$ cat config.mk
export PLATFORM = sky130hd
export DESIGN_NAME = scale_degree_note_mapper_unit
export DESIGN_NICKNAME = d
export VERILOG_FILES = /design/src/rtl/sdnm_pkg.sv /design/src/rtl/sdnm_divide.sv /design/src/rtl/sdnm_resolve.sv /design/src/rtl/sdnm_select.sv /design/src/rtl/scale_degree_note_mapper_unit.sv
export VERILOG_INCLUDE_DIRS = /design/src /design/src/rtl
export SDC_FILE = /design/constraint.sdc
export NUM_CORES = 1
export LEC_CHECK = 0
export ABC_AREA = 0
export CAP_MARGIN = 20
export CELL_PAD_IN_SITES_DETAIL_PLACEMENT = 1
export CELL_PAD_IN_SITES_GLOBAL_PLACEMENT = 1
export CORE_MARGIN = 5
export CORE_UTILIZATION = 53
export DETAILED_ROUTE_END_ITERATION = 12
export DONT_BUFFER_PORTS = 1
export HOLD_SLACK_MARGIN = 0.12
export PLACE_DENSITY = 0.89
export SYNTH_ARGS = -nofsm -noshare
export SYNTH_HDL_FRONTEND = slang
export SYNTH_SLANG_ARGS = --single-unit
export TNS_END_PERCENT = 30
$ cat constraint.sdc
create_clock -name clk -period 10.8 [get_ports clk]
set_clock_uncertainty 0.05 [all_clocks]
set_input_delay 0.54 -clock clk [delete_from_list [all_inputs] [get_ports clk]]
set_output_delay 0.54 -clock clk [all_outputs]
set_load 0.005 [all_outputs]
$ cat src/rtl/scale_degree_note_mapper_unit_macros.svh
// ----------------------------------------------------------------------------
// Scale degree note mapper assertion macros
// Shared property forms for the mapper checks; they sample on clk and are
// disabled while rst_n is low.
// ----------------------------------------------------------------------------
`ifndef SCALE_DEGREE_NOTE_MAPPER_UNIT_MACROS_SVH
`define SCALE_DEGREE_NOTE_MAPPER_UNIT_MACROS_SVH

// The consequent must hold in the same cycle as the antecedent.
`define SDNM_CHECK(label, ante, cons) \
    label: assert property (@(posedge clk) disable iff (!rst_n) (ante) |-> (cons)) \
        else $error("sdnm check failed");

// The condition must never be seen.
`define SDNM_NEVER(label, cond) \
    label: assert property (@(posedge clk) disable iff (!rst_n) !(cond)) \
        else $error("sdnm forbidden condition seen");

`endif

$ cat src/rtl/sdnm_pkg.sv
// ----------------------------------------------------------------------------
// Scale degree note mapper package
// Shared constants, opcode and register codes, stage word types and the
// small lookup functions of the mapper pipeline.
// ----------------------------------------------------------------------------
`timescale 1ns / 1ps

package sdnm_pkg;

    // Scale geometry.
    localparam int MAX_SCALE_NOTES = 12;
    localparam int TABLE_ENTRIES   = 12;

    // Reset values of the configuration registers (major scale).
    localparam logic [3:0]  SCALE_SIZE_RESET = 4'd7;
    localparam logic [47:0] INTERVAL_RESET   = 48'h0000_0B97_5420;

    // Note range and the empty-scale default.
    localparam logic [6:0] EMPTY_NOTE = 7'd60;
    localparam logic [6:0] NOTE_MAX   = 7'd127;

    // Reciprocal division of the degree magnitude by the scale size.
    localparam int RECIP_SHIFT = 12;

    // Division by twelve of the biased note distance.
    localparam logic [9:0] DIV12_RECIP = 10'd683;
    localparam int         DIV12_SHIFT = 13;
    localparam logic [9:0] NOTE_BIAS   = 10'd240;
    localparam logic signed [6:0] NOTE_BIAS_OCT = 7'sd20;

    // Distance marking an entry that cannot be chosen.
    localparam logic [3:0] DIST_NONE = 4'd12;

    // Degree saturation limits.
    localparam logic signed [10:0] DEG_LOW  = -11'sd256;
    localparam logic signed [10:0] DEG_HIGH = 11'sd255;

    typedef enum logic {
        OP_DEG_TO_NOTE = 1'b0,
        OP_NOTE_TO_DEG = 1'b1
    } opcode_t;

    typedef enum logic {
        REG_SCALE_SIZE     = 1'b0,
        REG_INTERVAL_TABLE = 1'b1
    } cfg_reg_t;

    // Word after decode.
    typedef struct packed {
        opcode_t           op;
        logic              neg;
        logic [6:0]        mag;
        logic [12:0]       recip;
        logic signed [9:0] base;
        logic [9:0]        xnote;
    } s1_t;

    // Word after the quotient multiplies.
    typedef struct packed {
        opcode_t           op;
        logic              neg;
        logic [6:0]        mag;
        logic [6:0]        q_deg;
        logic signed [9:0] base;
        logic [9:0]        xnote;
        logic [5:0]        q_note;
    } s2_t;

    // Word after octave and remainder resolution.
    typedef struct packed {
        opcode_t           op;
        logic signed [7:0] oct0;
        logic [3:0]        idx;
        logic signed [9:0] base;
        logic [3:0]        semi;
        logic signed [6:0] oct1;
    } s3_t;

    // Word after the table lookup and nearest-entry search.
    typedef struct packed {
        opcode_t            op;
        logic [6:0]         note;
        logic               flag;
        logic [3:0]         best;
        logic signed [10:0] oct_prod;
    } s4_t;

    // Effective scale size, limited to the table length.
    function automatic logic [3:0] eff_size(input logic [3:0] raw);
        return (raw > 4'(MAX_SCALE_NOTES)) ? 4'(MAX_SCALE_NOTES) : raw;
    endfunction

    // Ceiling of 4096 divided by the scale size; exact for magnitudes below 128.
    function automatic logic [12:0] recip_of(input logic [3:0] size);
        logic [12:0] r;
        case (size)
            4'd1:    r = 13'd4096;
            4'd2:    r = 13'd2048;
            4'd3:    r = 13'd1366;
            4'd4:    r = 13'd1024;
            4'd5:    r = 13'd820;
            4'd6:    r = 13'd683;
            4'd7:    r = 13'd586;
            4'd8:    r = 13'd512;
            4'd9:    r = 13'd456;
            4'd10:   r = 13'd410;
            4'd11:   r = 13'd373;
            4'd12:   r = 13'd342;
            default: r = 13'd0;
        endcase
        return r;
    endfunction

    // Semitone offset of one scale entry; entries past the table read as zero.
    function automatic logic [3:0] offset_at(input logic [47:0] tbl, input logic [3:0] idx);
        logic [3:0] v;
        if (idx < 4'(TABLE_ENTRIES)) begin
            v = tbl[{idx, 2'b00} +: 4];
        end else begin
            v = 4'd0;
        end
        return v;
    endfunction

endpackage

$ cat src/rtl/sdnm_divide.sv
// ----------------------------------------------------------------------------
// Scale degree note mapper front stages
// Decodes the input word and forms the two quotients: degree magnitude over
// scale size and biased note distance over twelve, both by reciprocal multiply.
// ----------------------------------------------------------------------------
`timescale 1ns / 1ps

module sdnm_divide
    import sdnm_pkg::*;
(
    input  logic              clk,
    input  logic              rst_n,
    input  logic [3:0]        size_eff,
    input  logic              in_valid,
    output logic              in_ready,
    input  opcode_t           opcode,
    input  logic signed [7:0] degree_in,
    input  logic [6:0]        note_in,
    input  logic [3:0]        root_pitch,
    input  logic signed [4:0] base_octave,
    output logic              out_valid,
    input  logic              out_ready,
    output s2_t               out_word
);

    s1_t               s1_next;
    s1_t               s1_reg;
    logic              s1_valid_reg;
    logic              s1_ready;
    s2_t               s2_next;
    s2_t               s2_reg;
    logic              s2_valid_reg;
    logic signed [9:0] boct_ext;
    logic [19:0]       prod_deg;
    logic [19:0]       prod_note;

    // Decode: magnitude for floor division, root base and biased note distance.
    always_comb
    begin
        boct_ext      = {{5{base_octave[4]}}, base_octave};
        s1_next.op    = opcode;
        s1_next.neg   = degree_in[7];
        s1_next.mag   = degree_in[7] ? ~degree_in[6:0] : degree_in[6:0];
        s1_next.recip = recip_of(size_eff);
        s1_next.base  = (boct_ext <<< 3) + (boct_ext <<< 2) + $signed({6'd0, root_pitch});
        s1_next.xnote = {3'd0, note_in} - s1_next.base + NOTE_BIAS;
    end

    // Quotients by multiplication with the reciprocals.
    always_comb
    begin
        prod_deg       = {7'd0, s1_reg.recip} * {13'd0, s1_reg.mag};
        prod_note      = {10'd0, s1_reg.xnote} * {10'd0, DIV12_RECIP};
        s2_next.op     = s1_reg.op;
        s2_next.neg    = s1_reg.neg;
        s2_next.mag    = s1_reg.mag;
        s2_next.q_deg  = 7'(prod_deg >> RECIP_SHIFT);
        s2_next.base   = s1_reg.base;
        s2_next.xnote  = s1_reg.xnote;
        s2_next.q_note = 6'(prod_note >> DIV12_SHIFT);
    end

    // A stage takes a word when it is empty or its word moves on.
    assign in_ready  = !s1_valid_reg || s1_ready;
    assign s1_ready  = !s2_valid_reg || out_ready;
    assign out_valid = s2_valid_reg;
    assign out_word  = s2_reg;

    always_ff @(posedge clk or negedge rst_n)
    begin
        if (!rst_n)
        begin
            s1_valid_reg <= 1'b0;
            s2_valid_reg <= 1'b0;
        end
        else
        begin
            if (in_ready)
            begin
                s1_valid_reg <= in_valid;
            end
            if (s1_ready)
            begin
                s2_valid_reg <= s1_valid_reg;
            end
        end
    end

    always_ff @(posedge clk)
    begin
        if (in_valid && in_ready)
        begin
            s1_reg <= s1_next;
        end
        if (s1_valid_reg && s1_ready)
        begin
            s2_reg <= s2_next;
        end
    end

endmodule

$ cat src/rtl/sdnm_resolve.sv
// ----------------------------------------------------------------------------
// Scale degree note mapper resolve stage
// Turns the quotients into a floored octave with a positive scale index, and
// into a note octave with its semitone within the octave.
// ----------------------------------------------------------------------------
`timescale 1ns / 1ps

module sdnm_resolve
    import sdnm_pkg::*;
(
    input  logic       clk,
    input  logic       rst_n,
    input  logic [3:0] size_eff,
    input  logic       in_valid,
    output logic       in_ready,
    input  s2_t        in_word,
    output logic       out_valid,
    input  logic       out_ready,
    output s3_t        out_word
);

    s3_t         s3_next;
    s3_t         s3_reg;
    logic        s3_valid_reg;
    logic [10:0] qs;
    logic [3:0]  rem;
    logic [9:0]  q12;

    // Remainders and floored octaves; a negative degree mirrors the division.
    always_comb
    begin
        qs           = {4'd0, in_word.q_deg} * {7'd0, size_eff};
        rem          = 4'(in_word.mag - qs[6:0]);
        q12          = ({4'd0, in_word.q_note} << 3) + ({4'd0, in_word.q_note} << 2);
        s3_next.op   = in_word.op;
        s3_next.oct0 = in_word.neg ? $signed(~{1'b0, in_word.q_deg})
                                   : $signed({1'b0, in_word.q_deg});
        s3_next.idx  = in_word.neg ? (size_eff - 4'd1 - rem) : rem;
        s3_next.base = in_word.base;
        s3_next.semi = 4'(in_word.xnote - q12);
        s3_next.oct1 = $signed({1'b0, in_word.q_note}) - NOTE_BIAS_OCT;
    end

    assign in_ready  = !s3_valid_reg || out_ready;
    assign out_valid = s3_valid_reg;
    assign out_word  = s3_reg;

    always_ff @(posedge clk or negedge rst_n)
    begin
        if (!rst_n)
        begin
            s3_valid_reg <= 1'b0;
        end
        else if (in_ready)
        begin
            s3_valid_reg <= in_valid;
        end
    end

    always_ff @(posedge clk)
    begin
        if (in_valid && in_ready)
        begin
            s3_reg <= s3_next;
        end
    end

endmodule

$ cat src/rtl/sdnm_select.sv
// ----------------------------------------------------------------------------
// Scale degree note mapper select stages
// Looks up the scale offset and clamps the note, searches the nearest scale
// entry with a compare tree, and forms the saturated degree and output word.
// ----------------------------------------------------------------------------
`timescale 1ns / 1ps

module sdnm_select
    import sdnm_pkg::*;
(
    input  logic              clk,
    input  logic              rst_n,
    input  logic [3:0]        size_eff,
    input  logic [47:0]       interval_table,
    input  logic              in_valid,
    output logic              in_ready,
    input  s3_t               in_word,
    output logic              out_valid,
    input  logic              out_ready,
    output logic [6:0]        note_out,
    output logic signed [8:0] degree_out,
    output logic              clamped
);

    typedef struct packed {
        logic [3:0] gap;
        logic [3:0] idx;
    } cand_t;

    s4_t                s4_next;
    s4_t                s4_reg;
    logic               s4_valid_reg;
    logic               s4_ready;
    logic               s5_valid_reg;
    logic [6:0]         note_next;
    logic [6:0]         note_reg;
    logic signed [8:0]  degree_next;
    logic signed [8:0]  degree_reg;
    logic               clamped_next;
    logic               clamped_reg;
    logic [3:0]         off;
    logic signed [11:0] oct_ext;
    logic signed [11:0] note_sum;
    logic signed [10:0] oct1_ext;
    logic signed [10:0] deg_sum;
    cand_t              lvl0 [TABLE_ENTRIES];
    cand_t              lvl1 [TABLE_ENTRIES / 2];
    cand_t              lvl2 [TABLE_ENTRIES / 4];
    cand_t              lvl3;
    cand_t              winner;

    // Keeps the left candidate unless the right one is strictly closer.
    function automatic cand_t pick(input cand_t a, input cand_t b);
        return (b.gap < a.gap) ? b : a;
    endfunction

    // Distance of every entry to the semitone; entries out of reach get the mark.
    always_comb
    begin
        logic [3:0] ofs;
        logic [3:0] diff;
        for (int i = 0; i < TABLE_ENTRIES; i++)
        begin
            ofs  = offset_at(interval_table, 4'(i));
            diff = (ofs >= in_word.semi) ? (ofs - in_word.semi) : (in_word.semi - ofs);
            lvl0[i].idx = 4'(i);
            lvl0[i].gap = (4'(i) < size_eff && diff < DIST_NONE) ? diff : DIST_NONE;
        end
    end

    // Compare tree; ties keep the lower index.
    always_comb
    begin
        for (int j = 0; j < TABLE_ENTRIES / 2; j++)
        begin
            lvl1[j] = pick(lvl0[2 * j], lvl0[2 * j + 1]);
        end
        for (int k = 0; k < TABLE_ENTRIES / 4; k++)
        begin
            lvl2[k] = pick(lvl1[2 * k], lvl1[2 * k + 1]);
        end
        lvl3   = pick(lvl2[0], lvl2[1]);
        winner = pick(lvl3, lvl2[2]);
    end

    // Note path: offset lookup, octave and root, then clamp.
    always_comb
    begin
        off      = offset_at(interval_table, in_word.idx);
        oct_ext  = {{4{in_word.oct0[7]}}, in_word.oct0};
        note_sum = (oct_ext <<< 3) + (oct_ext <<< 2) + {{2{in_word.base[9]}}, in_word.base}
                   + $signed({8'd0, off});
        oct1_ext = {{4{in_word.oct1[6]}}, in_word.oct1};

        s4_next.op       = in_word.op;
        s4_next.best     = winner.idx;
        s4_next.oct_prod = oct1_ext * $signed({7'd0, size_eff});
        if (size_eff == 4'd0)
        begin
            s4_next.note = EMPTY_NOTE;
            s4_next.flag = 1'b1;
        end
        else if (note_sum < 12'sd0)
        begin
            s4_next.note = 7'd0;
            s4_next.flag = 1'b1;
        end
        else if (note_sum > $signed({5'd0, NOTE_MAX}))
        begin
            s4_next.note = NOTE_MAX;
            s4_next.flag = 1'b1;
        end
        else
        begin
            s4_next.note = note_sum[6:0];
            s4_next.flag = 1'b0;
        end
    end

    // Output word: one result kind per opcode, degree saturated.
    always_comb
    begin
        deg_sum = s4_reg.oct_prod + $signed({7'd0, s4_reg.best});
        if (s4_reg.op == OP_NOTE_TO_DEG)
        begin
            note_next = 7'd0;
            if (size_eff == 4'd0)
            begin
                degree_next  = 9'sd0;
                clamped_next = 1'b1;
            end
            else if (deg_sum < DEG_LOW)
            begin
                degree_next  = 9'(DEG_LOW);
                clamped_next = 1'b1;
            end
            else if (deg_sum > DEG_HIGH)
            begin
                degree_next  = 9'(DEG_HIGH);
                clamped_next = 1'b1;
            end
            else
            begin
                degree_next  = deg_sum[8:0];
                clamped_next = 1'b0;
            end
        end
        else
        begin
            note_next    = s4_reg.note;
            degree_next  = 9'sd0;
            clamped_next = s4_reg.flag;
        end
    end

    assign in_ready   = !s4_valid_reg || s4_ready;
    assign s4_ready   = !s5_valid_reg || out_ready;
    assign out_valid  = s5_valid_reg;
    assign note_out   = note_reg;
    assign degree_out = degree_reg;
    assign clamped    = clamped_reg;

    always_ff @(posedge clk or negedge rst_n)
    begin
        if (!rst_n)
        begin
            s4_valid_reg <= 1'b0;
            s5_valid_reg <= 1'b0;
        end
        else
        begin
            if (in_ready)
            begin
                s4_valid_reg <= in_valid;
            end
            if (s4_ready)
            begin
                s5_valid_reg <= s4_valid_reg;
            end
        end
    end

    always_ff @(posedge clk)
    begin
        if (in_valid && in_ready)
        begin
            s4_reg <= s4_next;
        end
        if (s4_valid_reg && s4_ready)
        begin
            note_reg    <= note_next;
            degree_reg  <= degree_next;
            clamped_reg <= clamped_next;
        end
    end

endmodule

$ cat src/rtl/scale_degree_note_mapper_unit.sv
// ----------------------------------------------------------------------------
// Scale degree note mapper: five register stages, from decode to output. Throughput
// is one word per cycle while the output is not stalled; a stalled output holds
// every full stage in place. Reset empties the pipeline and loads a 7-note major
// scale.
// ----------------------------------------------------------------------------
`timescale 1ns / 1ps
`include "scale_degree_note_mapper_unit_macros.svh"

module scale_degree_note_mapper_unit
    import sdnm_pkg::*;
(
    input  logic              clk,
    input  logic              rst_n,
    input  logic              cfg_we,
    input  logic [0:0]        cfg_index,
    input  logic [47:0]       cfg_data,
    input  logic              in_valid,
    output logic              in_ready,
    input  logic              opcode,
    input  logic signed [7:0] degree_in,
    input  logic [6:0]        note_in,
    input  logic [3:0]        root_pitch,
    input  logic signed [4:0] base_octave,
    output logic              out_valid,
    input  logic              out_ready,
    output logic [6:0]        note_out,
    output logic signed [8:0] degree_out,
    output logic              clamped
);

    logic [3:0]  scale_size_reg;
    logic [47:0] interval_table_reg;
    logic [3:0]  size_eff;
    logic        div_valid;
    logic        div_ready;
    s2_t         div_word;
    logic        res_valid;
    logic        res_ready;
    s3_t         res_word;

    // Configuration registers.
    always_ff @(posedge clk or negedge rst_n)
    begin
        if (!rst_n)
        begin
            scale_size_reg     <= SCALE_SIZE_RESET;
            interval_table_reg <= INTERVAL_RESET;
        end
        else if (cfg_we)
        begin
            unique case (cfg_reg_t'(cfg_index))
                REG_SCALE_SIZE:     scale_size_reg     <= cfg_data[3:0];
                REG_INTERVAL_TABLE: interval_table_reg <= cfg_data;
                default:            scale_size_reg     <= scale_size_reg;
            endcase
        end
    end

    assign size_eff = eff_size(scale_size_reg);

    // Decode and quotient stages.
    sdnm_divide u_divide (
        .clk         (clk),
        .rst_n       (rst_n),
        .size_eff    (size_eff),
        .in_valid    (in_valid),
        .in_ready    (in_ready),
        .opcode      (opcode_t'(opcode)),
        .degree_in   (degree_in),
        .note_in     (note_in),
        .root_pitch  (root_pitch),
        .base_octave (base_octave),
        .out_valid   (div_valid),
        .out_ready   (div_ready),
        .out_word    (div_word)
    );

    // Octave and remainder stage.
    sdnm_resolve u_resolve (
        .clk       (clk),
        .rst_n     (rst_n),
        .size_eff  (size_eff),
        .in_valid  (div_valid),
        .in_ready  (div_ready),
        .in_word   (div_word),
        .out_valid (res_valid),
        .out_ready (res_ready),
        .out_word  (res_word)
    );

    // Lookup, search and output stages.
    sdnm_select u_select (
        .clk            (clk),
        .rst_n          (rst_n),
        .size_eff       (size_eff),
        .interval_table (interval_table_reg),
        .in_valid       (res_valid),
        .in_ready       (res_ready),
        .in_word        (res_word),
        .out_valid      (out_valid),
        .out_ready      (out_ready),
        .note_out       (note_out),
        .degree_out     (degree_out),
        .clamped        (clamped)
    );

    // A result carries either a note or a degree, never both.
    `SDNM_CHECK(a_single_kind, out_valid && note_out != 7'd0, degree_out == 9'sd0)
    // An empty scale always flags its result.
    `SDNM_CHECK(a_empty_flag, out_valid && size_eff == 4'd0, clamped)
    // Input back-pressure only comes from a full pipeline behind a stalled output.
    `SDNM_CHECK(a_stall_source, !in_ready, out_valid && !out_ready)
    // A flagged note is a range limit or the empty-scale default.
    `SDNM_NEVER(a_clamp_note, out_valid && clamped && note_out != 7'd0 && note_out != 7'd127 && note_out != 7'd60)

endmodule

==> results of run 1 <==
logic make-up (layout without fill, tap and decap cells):
| kind of cell | Yosys count | after routing | share of synthesized area [%] |
|---|---|---|---|
| adder cells (fa/ha/maj) | 431 | 431 | 30.81 |
| AO/OA/AOI/OAI | 386 | 386 | 12.79 |
| buffers and inverters | 356 | 438 | 6.545 |
| multiplexers | 110 | 110 | 6.496 |
| other | 0 | 2 | 0 |
| flip-flops | 207 | 207 | 28.81 |
| AND/OR/NAND/NOR | 435 | 435 | 10.60 |
| XOR/XNOR | 93 | 93 | 3.945 |
layer usage:
layer	vias up	wire length, um	track usage (%)
met3	221	3656	5.002
li1	7079	-	-
met1	8190	24270	33.80
met5	-	0	0
met4	0	3354	12.86
met2	575	32900	53.61
layout make-up:
cell class	instances	share of cell area, %
clock buffers	30	3.053
diodes	2	0.02192
inverters	321	5.278
clock inverters	16	0.9974
well taps	518	2.839
multi-input cells	1455	58.49
flip-flops and latches	207	26.06
repair buffers	71	3.266
per-stage QoR:
step,cells,util [%]
2_1_floorplan,2018,-
3_3_place_gp,2509,55.02
3_5_place_dp,2510,55.09
4_1_cts,2616,59.10
5_1_grt,2619,59.21
6_report,2620,59.21
how the worst max path moves through the flow:
stage | cells after the start | endpoint | start | slack [ps]
final | 27 | u_select.s4_reg[12]$_DFFE_PP_ | scale_size_reg[2]$_DFFE_PN1P_ | 2260
after global routing | 27 | u_select.s4_reg[12]$_DFFE_PP_ | scale_size_reg[2]$_DFFE_PN1P_ | 1990
after CTS | 26 | u_select.s4_reg[12]$_DFFE_PP_ | scale_size_reg[2]$_DFFE_PN1P_ | 2530
after detailed placement | 27 | u_select.s4_reg[12]$_DFFE_PP_ | scale_size_reg[2]$_DFFE_PN1P_ | 2720
after global placement | 30 | u_select.s4_reg[12]$_DFFE_PP_ | u_resolve.out_word[7]$_DFFE_PP_ | 3100
after floorplan | 29 | u_select.s4_reg[12]$_DFFE_PP_ | u_resolve.out_word[8]$_DFFE_PP_ | 2890
Yosys cell counts (12+ instances only):
master and n:
o21ai_0 62, nor3_1 20, a21o_1 26, xor2_1 33, fa_1 129, a21oi_1 126
ha_1 302, mux4_2 12, xnor2_1 60, dfrtp_1 42, edfxtp_1 150, and3_1 22
nor2b_1 38, dfstp_2 15, nand3_1 12, clkbuf_1 29, nand2b_1 18, o21a_1 28
o21bai_1 19, inv_1 320, nor2_1 80, mux2_2 59, nand2_1 142, mux2i_1 35
and2_1 46
worst reg2reg max path: stages (launching register included):
cell,delay (ps)
dfstp_2,950
nand2_1,570
and2_1,500
ha_1,300
a21oi_1,500
nor2_1,180
ha_1,260
nor2_1,120
nand3_1,90
or3b_1,400
a21oi_1,360
mux2_2,400
inv_1,80
ha_1,240
nor3_1,120
a221oi_4,380
mux2i_1,330
inv_1,100
ha_1,290
o21ai_0,240
o21ai_1,140
a21oi_4,270
mux2_2,380
ha_1,200
a21oi_1,140
o21ai_1,100
a21oi_2,240
mux2_2,360
repair_timing:
action / CTS / global route
endpoints found under the setup margin: 0 / 0
hold buffers: 60 / 0
hold endpoints to repair: 118 / 0
==> impl_metrics.tcl, run 1 <==
set metrics [dict create \
    vias 16065 \
    path_delay_family "compound AO/OA/AOI/OAI gates" \
    cts_max_path_buffers 3 \
    clk_pin_slew_worst_paths_ps 70 \
    drive_above_1_share_pct 8.667 \
    grt_start_max_net_pins 58 \
    cpMostUsedCell "ha_1" \
    synth.distinct_cells 92 \
    postCtsResizedCells 0 \
    ff2ff_path_depth 27 \
    syn2layout_area_growth_pct 10.57 \
    synth_flop_cell "edfxtp_1" \
    rsz0062_at_grt "false" \
    multi_input_area_um2 13350 \
    finalHoldViolCount 0 \
    cts_setup_buffers 0 \
    die_w_um 207.4 \
    mostFrequentLayoutCell "inv_1" \
    grt_pass1_vias 18415 \
    overflow 0 \
    synthTopCellsByArea "edfxtp_1, ha_1, fa_1" \
    seq_area_um2 5949 \
    seq_area_frac_synth_pct 28.81 \
    ys_warn_count 0 \
    post-synth-top-area-cell "edfxtp_1" \
    drc 0 \
    dieArea_um2 43000 \
    required_ps 11060 \
    portBuffers 0 \
    min-delay-path-class "input pin to register" \
    firstDrtPassIters 7 \
    vias_per_cell 6.132 \
    nets 2592 \
    cp-end-kind "register" \
    dpl-instance-area_um2 21240 \
    start_util_pct 53.55 \
    synth-seq-cells 207 \
    status "complete, no violations" \
    min_delay_path_depth 1 \
    max_freq_ghz 0.1171 \
    synthArstFlopShare_pct 27.54 \
    fillCellCount 4208 \
    place.gp.congestion 0.9333 \
    synth_top_cell_area_share_pct 21.82 \
    insertion_delay_ps 560 \
    synth_nets 2528 \
    final.setup.worst_slack_ps 2260 \
    fin_crit_ps 8540 \
    r2r-start "scale_size_reg[2]$_DFFE_PN1P_" \
    synth_edf_count 150 \
    row_count 72 \
    max-slew-margin-rel_pct 39.40 \
    mostFrequentLayoutCells "inv_1, ha_1, edfxtp_1, nand2_1, fa_1" \
    fin_setup_tns_ps 0 \
    synth_cells 2018 \
    timing.rr.end "u_select.s4_reg[12]$_DFFE_PP_" \
    hold_start "degree_in[6]" \
    drt_wl_total_um 64180 \
    grt_use_total_pct 29.36 \
    cts_buffers 26 \
    post-route-period-util_pct 79.08 \
    crit_arrival_ps 8800 \
    dp_hpwl_um 46200 \
    largest_reg_flops 48 \
    timing_worst_setup_path_type "register to register" \
    antenna_left 0 \
    grt_antenna_before_repair 1 \
    maxCapViolCount 0 \
    cts.sinks 207 \
    critical-path-max-stage-delay_ps 950 \
    avgSynthCellArea_um2 10.23 \
    fp.dieH_um 207.4 \
    worst_pin_slew_ps 904.9 \
    cts_root_buf "clkbuf_16" \
    cp_slowest_cell "dfstp_2" \
    cts_tree "done" \
    cp_max_fo 34 \
    drt_iter0_markers 922 \
    whs_endpoint "u_divide.s1_reg[39]$_DFFE_PP_" \
    dpl_worst_slack_ps 2721 \
    finalInstanceArea_um2 22830 \
    critPathBufInv 2 \
    setup_violations 0 \
    core_region_area_um2 38560 \
    report.final.slew_viol_count 0 \
    grt_pass1_wl_um 101600 \
    wl_per_cell_um 24.50 \
    rrSetupSlack_ps 2260 \
    start_kind "register" \
    htree_levels 1 \
    pin_count 98 \
    hold_ws_ps 150.7 \
    synth_area_um2 20650 \
]
Power of run 1 is left out: the tool's default activity adds up to more than one toggle a clock period on the data nets, which glitch-free logic cannot reach.
==> run 2: changes to the inputs <==
clock period = 8.6 ns   (was 10.8 ns; I/O delays follow)
==> run 2 against run 1 <==
Against the previous run:
- final area rose by 0.21%
- die area did not move
- sequential cell count did not move
- count of clock-buffer cells in the layout fell by 2
- routed wire length rose by 1.3%
- worst setup slack got worse by 1900 ps
- maximum frequency rose by 3.9%
- utilization rose by 0.12 points
- via count rose by 1.3%
- non-clock buffer count rose by 14
- largest cell class unchanged
==> impl_metrics.tcl, run 2 (same netlist as run 1, synthesis figures left out) <==
set metrics [dict create \
    path_delay_family "compound AO/OA/AOI/OAI gates" \
    grt_antenna_before_repair 1 \
    vias_per_cell 6.177 \
    drive_above_1_share_pct 9.078 \
    cp_max_fo 7 \
    cts_root_buf "clkbuf_16" \
    place.gp.congestion 0.9212 \
    grt_use_total_pct 29.72 \
    max-slew-margin-rel_pct 39.74 \
    max_freq_ghz 0.1217 \
    antenna_left 0 \
    min-delay-path-class "input pin to register" \
    setup_violations 0 \
    clk_pin_slew_worst_paths_ps 70 \
    drt_iter0_markers 1082 \
    start_util_pct 53.55 \
    nets 2606 \
    status "complete, no violations" \
    fin_setup_tns_ps 0 \
    die_w_um 207.4 \
    stdcell_count 2635 \
    dp_cells 2516 \
    grt_pass1_wl_um 102800 \
    drc 0 \
    rsz0062_at_grt "false" \
    cp-end-kind "register" \
    cts_buffers 26 \
    cp_slowest_cell "edfxtp_1" \
    finalHoldViolCount 0 \
    grt_start_max_net_pins 58 \
    required_ps 8860 \
    mostFrequentLayoutCell "inv_1" \
    cts_max_path_buffers 3 \
    insertion_delay_ps 570 \
    report.final.slew_viol_count 0 \
    timing_worst_setup_path_type "register to register" \
    row_count 72 \
    overflow 0 \
    critical-path-max-stage-delay_ps 620 \
    dieArea_um2 43000 \
    maxCapViolCount 0 \
    finalCoreUtilization_pct 59.34 \
    post-route-period-util_pct 95.54 \
    dp_hpwl_um 45980 \
    fillCellCount 4206 \
    crit_arrival_ps 8470 \
    vias 16277 \
    drt_wl_total_um 65030 \
    rrSetupSlack_ps 380 \
    worst_pin_slew_ps 899.8 \
    fp.dieH_um 207.4 \
    grt_pass1_vias 18640 \
    mostFrequentLayoutCells "inv_1, ha_1, edfxtp_1, nand2_1, fa_1" \
    syn2layout_area_growth_pct 10.80 \
    critPathBufInv 4 \
    pin_count 98 \
    start_kind "register" \
    cpMostUsedCell "ha_1" \
    cts.sinks 207 \
    portBuffers 0 \
    largest_reg_flops 48 \
    wl_per_cell_um 24.68 \
    firstDrtPassIters 5 \
    fin_crit_ps 8217 \
    htree_levels 1 \
    core_region_area_um2 38560 \
    cts_tree "done" \
]
==> run 2: changes by cell type in the layout (fill, tap and decap cells not counted), moves of 2 or more <==
| cell | previous run | this run |
|---|---|---|
| buf_4 | 8 | 17 |
| clkinv_2 | 2 | 6 |
| dlygate4sd3_1 | 59 | 64 |
| bufinv_16 | 5 | 3 |
| clkinvlp_4 | 1 | 3 |
==> run 2: metal layers <==
metal / vias to the layer above / global-route usage [%] / wire (um)
met2: 707 / 53.37 / 32870
li1: 7109 / - / -
met3: 283 / 5.788 / 4326
met5: - / 0 / 0
met1: 8178 / 33.98 / 24150
met4: 0 / 14.32 / 3683
==> run 2: final timing paths <==
kind,from,end,cells after the start
max in group asynchronous,rst_n,scale_size_reg[2]$_DFFE_PN1P_,2
min in group asynchronous,rst_n,interval_table_reg[45]$_DFFE_PN0P_,2
setup reg to reg,u_resolve.out_word[9]$_DFFE_PP_,u_select.s4_reg[12]$_DFFE_PP_,29
setup / recovery,u_resolve.out_word[9]$_DFFE_PP_,u_select.s4_reg[12]$_DFFE_PP_,29
hold reg to reg,u_divide.s1_reg[19]$_DFFE_PP_,u_divide.out_word[25]$_DFFE_PP_,0
hold / removal,note_in[0],u_divide.s1_reg[0]$_DFFE_PP_,3
==> run 2: tightest hold or removal path: cells and delay by family <==
family,cells,cell delay [ps]
adder cells (fa/ha/maj),1,120
buffers and inverters,2,80
==> run 2: repair_timing <==
| action | 4_1_cts | 5_1_grt |
|---|---|---|
| gates resized for setup | 0 | 1 |
| setup endpoints to repair | 0 | 3 |
| hold buffers | 65 | 0 |
| buffers inserted | 0 | 2 |
| hold endpoints to repair | 125 | 0 |
==> run 2: stage by stage <==
stage	hold slack (ps)	instance area [um^2]	setup WS (ps)
floorplan	84.41	20650	690.8
global placement	85.57	21270	901.7
detailed placement	85.43	21270	486.5
CTS	146.3	22790	236.3
global route	175.3	22870	53.29
finish	162.0	22880	383.2
==> run 2: cell type report <==
class	count	area [um^2]	area share, %
Tap cell	518	648.1	2.833
Clock buffer	28	658.1	2.877
Inverter	321	1209	5.283
Sequential cell	207	5949	26.00
Clock inverter	19	192.7	0.8422
Multi-Input combinational cell	1455	13350	58.36
Antenna cell	2	5.005	0.02188
Timing Repair Buffer	85	863.3	3.774
Power of run 2 is left out for the same reason.
